==> config.mk <==
export PLATFORM = sky130hd
export DESIGN_NAME = sacl_ctrl
export DESIGN_NICKNAME = d
export VERILOG_FILES = /design/src/rtl/sacl_pkg.sv /design/src/rtl/sacl_ctrl.sv
export SDC_FILE = /design/constraint.sdc
export NUM_CORES = 1
export LEC_CHECK = 0
export ABC_AREA = 1
export BUFFER_PORTS_ARGS = -buffer_cell sky130_fd_sc_hd__buf_2
export CAP_MARGIN = 20
export CORE_AREA = 2 2 39 41
export DETAILED_ROUTE_END_ITERATION = 10
export DIE_AREA = 0 0 41 43
export PLACE_DENSITY = 0.35
export RECOVER_POWER = 50
export SLEW_MARGIN = 20
export SYNTH_ARGS = -nofsm -noshare
export SYNTH_HDL_FRONTEND = slang
export SYNTH_SLANG_ARGS = --single-unit
export TNS_END_PERCENT = 30
==> constraint.sdc <==
create_clock -name clk -period 2.3 [get_ports clk]
set_clock_uncertainty 0.2 [all_clocks]
set_input_delay 0.46 -clock clk [delete_from_list [all_inputs] [get_ports clk]]
set_output_delay 0.46 -clock clk [all_outputs]
set_load 0.01 [all_outputs]
==> src/rtl/sacl_pkg.sv <==
`timescale 1ns / 1ps
// shared command and status types for the cache tag store controller and datapath
package sacl_pkg;

  // commands from the controller to the datapath
  typedef struct packed {
    logic clr_wr;   // write one cleared row of flags and ages
    logic rd;       // request accepted: capture it and read its set
    logic commit;   // write the set back and load the result register
  } ctrl_cmd_t;

  // status from the datapath to the controller
  typedef struct packed {
    logic clr_last; // clearing pass is at its last row
  } dp_status_t;

endpackage

==> src/rtl/sacl_ctrl.sv <==
`timescale 1ns / 1ps
// controller: clearing pass, lookup sequencing and output handshake
module sacl_ctrl import sacl_pkg::*; (
  input  logic       clk,
  input  logic       rst_n,
  input  logic       in_valid,
  output logic       in_stall,
  output logic       out_valid,
  input  logic       out_stall,
  output ctrl_cmd_t  cmd,
  input  dp_status_t status
);

  typedef enum logic [1:0] {
    ST_CLEAR,
    ST_IDLE,
    ST_LOOKUP
  } state_t;

  state_t state_r, state_nxt;
  logic   out_valid_r, out_valid_nxt;
  logic   accept;
  logic   out_free;

  // handshake decode
  assign in_stall  = (state_r != ST_IDLE);
  assign out_valid = out_valid_r;
  assign accept    = in_valid && !in_stall;
  assign out_free  = !(out_valid_r && out_stall);

  // commands
  always_comb begin
    cmd        = '0;
    cmd.clr_wr = (state_r == ST_CLEAR);
    cmd.rd     = accept;
    cmd.commit = (state_r == ST_LOOKUP) && out_free;
  end

  // next state and next output valid
  always_comb begin
    state_nxt     = state_r;
    out_valid_nxt = out_valid_r;
    if (out_valid_r && !out_stall) begin
      out_valid_nxt = 1'b0;
    end
    case (state_r)
      ST_CLEAR: begin
        if (status.clr_last) begin
          state_nxt = ST_IDLE;
        end
      end
      ST_IDLE: begin
        if (accept) begin
          state_nxt = ST_LOOKUP;
        end
      end
      ST_LOOKUP: begin
        if (out_free) begin
          state_nxt     = ST_IDLE;
          out_valid_nxt = 1'b1;
        end
      end
      default: begin
        state_nxt = ST_CLEAR;
      end
    endcase
  end

  // state and registered outputs
  always_ff @(posedge clk) begin
    if (!rst_n) begin
      state_r     <= ST_CLEAR;
      out_valid_r <= 1'b0;
    end else begin
      state_r     <= state_nxt;
      out_valid_r <= out_valid_nxt;
    end
  end

endmodule

== Yosys cells after proc, flatten, opt, wreduce, memory -nomap -nowiden ==
Cells that the tools add are included.
Operators by class
  $add $sub $neg: 0
  multiply operators: 0
  div/mod/pow operators: 0
  order comparisons: 0
  eq/ne operators: 6
  shift-type cells: 0
  muxes and demuxes: 7
  bitwise gates (word level): 0
  reduce and logical (&&, ||, !) cells: 9
Operator list (count)
  $mux W2: 3
  $pmux W2 S3: 1
  $logic_and A1 B1 Y1: 4
  $ne A2 B1 Y1 const B: 2
  $ne A2 B2 Y1 const B: 2
  $logic_not A1 Y1: 3
  $mux W1: 3
  $reduce_and A3 Y1: 1
  $eq A2 B1 Y1 const B: 1
  $eq A2 B2 Y1 const B: 1
  $logic_not A2 Y1: 1
Word-level totals
  bits in registers: 3
  latch bits: 0
  memory bits (writable): 0
  bits in read-only memories: 0
  input bits: 5
  output and inout port bits: 5
  logic and storage cells: 24
  memories kept: 0

== Logic depth before layout (Yosys ltp) ==
  depth in word-level cells: 5
  mapped depth: 5

== Worst setup path before layout ==
No wires, ideal clock.
  kind: input-to-output
  start: input port out_stall
  end: output port cmd[0] (netlist bit)
  arrival time: 771 ps
  slack: 869 ps
  cell stages on the path: 3
  cells stage by stage: nand2_1 inv_1 nor2_1
RTL lines
  from (decl): line sacl_ctrl.sv:9  | input logic out_stall,
  to (decl): line sacl_ctrl.sv:10  | output ctrl_cmd_t cmd,

==> results.json <==
{
  "status": "finished clean",
  "final.period_utilization_pct": 74.82,
  "port_buffers": 9,
  "gp_congestion": 0.5258,
  "first_global_vias": 154,
  "dieArea_sq_um": 1763,
  "setup_viol": 0,
  "synth_seq_area_share_pct": 37.50,
  "ioPinCount": 10,
  "grt_max_degree": 6,
  "comb_power_share_pct": 12.8,
  "wl_per_cell_um": 6.231,
  "h-tree-depth": 1,
  "crit_family": "flip-flops",
  "cts.sinks": 3,
  "fin_nets": 42,
  "crit_cells": 5,
  "ys_ff_latch": 3,
  "cts-root-buf": "clkbuf_4",
  "drc": 0,
  "p_leak_uw": 0.0001365,
  "critPathBufInv": 3,
  "synth.avg_cell_area_sq_um": 6.673,
  "cp_slowest_cell": "dfxtp_1",
  "start_kind": "flip-flop",
  "cp_cell_sequence": "inv_1, nor2_1, inv_1, nor2_1, buf_2",
  "totalWireLength_um": 324,
  "max_cap_viol_count": 0,
  "rrSetupSlack_ns": 1.27,
  "slew_viol_final": 0,
  "cp-startpoint": "state_r[1]$_SDFFE_PN0P_",
  "grt_setup_unrepaired": "false",
  "cts_buffer_depth": 2,
  "vdd_drop_max_mv": 0.1387,
  "diodes": 0,
  "vias_per_cell": 3.192,
  "cts_buffers": 3,
  "intPower_uw": 130.0,
  "crit_fanout": 3,
  "postRouteAntennaNets": 0,
  "hold_viol": 0,
  "path_clk_slew_ns": 0.04,
  "core.rowCount": 14,
  "endpoint": "cmd[0]",
  "yosys_warnings": 0,
  "endpoint_kind": "output pin",
  "area_delta_synth_final_pct": 47.66,
  "sw_frac_of_total_pct": 23.84,
  "antenna_found_initial": 0,
  "min_period_ns": 1.721,
  "tightest_slew_ns": 0.1648,
  "overflow": 0,
  "num_vias": 166,
  "core_sq_um": 1384,
  "start_util_pct": 11.57,
  "drive_gt1_share_pct": 36.11,
  "cpPeakStageDelay_ns": 0.33,
  "reg2reg_from": "state_r[1]$_SDFFE_PN0P_",
  "first_iter_violations": 1,
  "total_power_uw": 170.6,
  "die_y_um": 43,
  "postCtsResizedCells": 0,
  "tns_ns": 0,
  "final_util_pct": 17.09,
  "die_x_um": 41,
  "hpwl_um": 275.8,
  "grt_pass1_wl_um": 552,
  "clock_latency_ns": 0.23,
  "seqPwrFrac_pct": 33.7,
  "post-cts-setup-buffers": 0,
  "worstSetupPathType": "reg2out",
  "r2r_end": "state_r[0]$_SDFFE_PN0P_",
  "cts-hold-fix-buffers": 0,
  "rr_worst_depth": 5,
  "first_pass_iters": 2,
  "cp.required_ns": 1.64,
  "power_density_nw_per_um2": 721.6,
  "ys_types": 11,
  "max_freq_mhz": 581.1,
  "synth_area_sq_um": 160.2,
  "fill_cells": 178,
  "syn_nets": 29,
  "synthCells": 24,
  "hold_path_class": "in2reg",
  "maxSlewHeadroom_pct": 88.97,
  "cts_tree": "built",
  "p_sw_uw": 40.68,
  "grt_usage_pct": 6.018,
  "critPathArrivalTime_ns": 1.06,
  "p_clk_share_pct": 53.5
}
[routing by layer]
layer	track usage, %	vias to the layer above	wire [um]
met5	0	-	0
met4	8.000	0	0
met3	7.853	0	32
met2	6.563	4	170
met1	3.846	69	121
li1	-	93	-
[flip-flops by register name, indices dropped and copies added, names as in the netlist]
signal	cells
state_r	2
out_valid	1
[cell usage after synthesis, drive strengths merged]
master  n  area [sq um]
buf     1         7.510
nor2    4         17.52
o21ai   1         5.000
a21oi   2         17.52
dfxtp   3         60.06
inv     6         22.52
nand2   6         25.03
nand3   1         5.000
[through the flow]
stage	hold WS [ns]	cells	setup slack, ns	instance area, sq um
2_1_floorplan	0.3201	24	0.8694	160.2
4_1_cts	0.2653	52	0.5907	244.0
3_3_place_gp	0.2947	48	0.7170	217.7
3_5_place_dp	0.2907	48	0.7145	217.7
6_report	0.2713	52	0.5792	236.5
5_1_grt	0.2532	52	0.4528	236.5
[power groups by stage]
stage          Sequential (uW)  Clock (uW)  Combinational, uW
2_1_floorplan             58.5           0               14.3
3_3_place_gp              58.8           0               23.2
3_5_place_dp              58.6           0               23.3
4_1_cts                   57.8        98.2               23.3
5_1_grt                   58.1         106               24.7
6_report                  57.4        91.3               21.9
[worst min path at each step]
| stage | from | depth (start not counted) | slack, ns | endpoint |
|---|---|---|---|---|
| finish | rst_n | 3 | 0.27 | state_r[0]$_SDFFE_PN0P_ |
| global route | rst_n | 3 | 0.25 | state_r[0]$_SDFFE_PN0P_ |
| CTS | rst_n | 3 | 0.27 | state_r[0]$_SDFFE_PN0P_ |
| detailed placement | out_valid$_SDFF_PN0_ | 2 | 0.29 | out_valid$_SDFF_PN0_ |
| global placement | out_valid$_SDFF_PN0_ | 2 | 0.29 | out_valid$_SDFF_PN0_ |
| floorplan | out_valid$_SDFF_PN0_ | 2 | 0.32 | out_valid$_SDFF_PN0_ |
[worst register-to-register path, delay by kind of cell, from the launching register on]
family | cells | cell delay, ns
flip-flops | 1 | 0.33
buffers and inverters | 1 | 0.07
AND/OR/NAND/NOR | 4 | 0.32
[cell families (layout without fill, tap and decap cells)]
kind of cell | Yosys count | after routing | share of synthesized area, %
AOI/OAI and AO/OA | 3 | 3 | 14.06
buffers and inverters | 7 | 19 | 18.75
DFF | 3 | 3 | 37.50
and+or+nand+nor | 11 | 11 | 29.69
[placed cells by master, fill, tap and decap left out, drive strengths merged]
cell type	Yosys	routed
a21oi	2	2
buf	1	8
clkbuf	0	5
dfxtp	3	3
inv	6	6
nand2	6	6
nand3	1	1
nor2	4	4
o21ai	1	1
[final cells by class]
cell class              instances  area, sq um  share of cell area [%]
repair buffers                  9        43.79                   18.52
flip-flops and latches          3        60.06                   25.40
clock buffers                   4        26.28                   11.11
multi-input cells              14        63.81                   26.98
inverters                       6        22.52                   9.524
well taps                      16        20.02                   8.466
No activity file was read; power rests on OpenSTA's default activity.
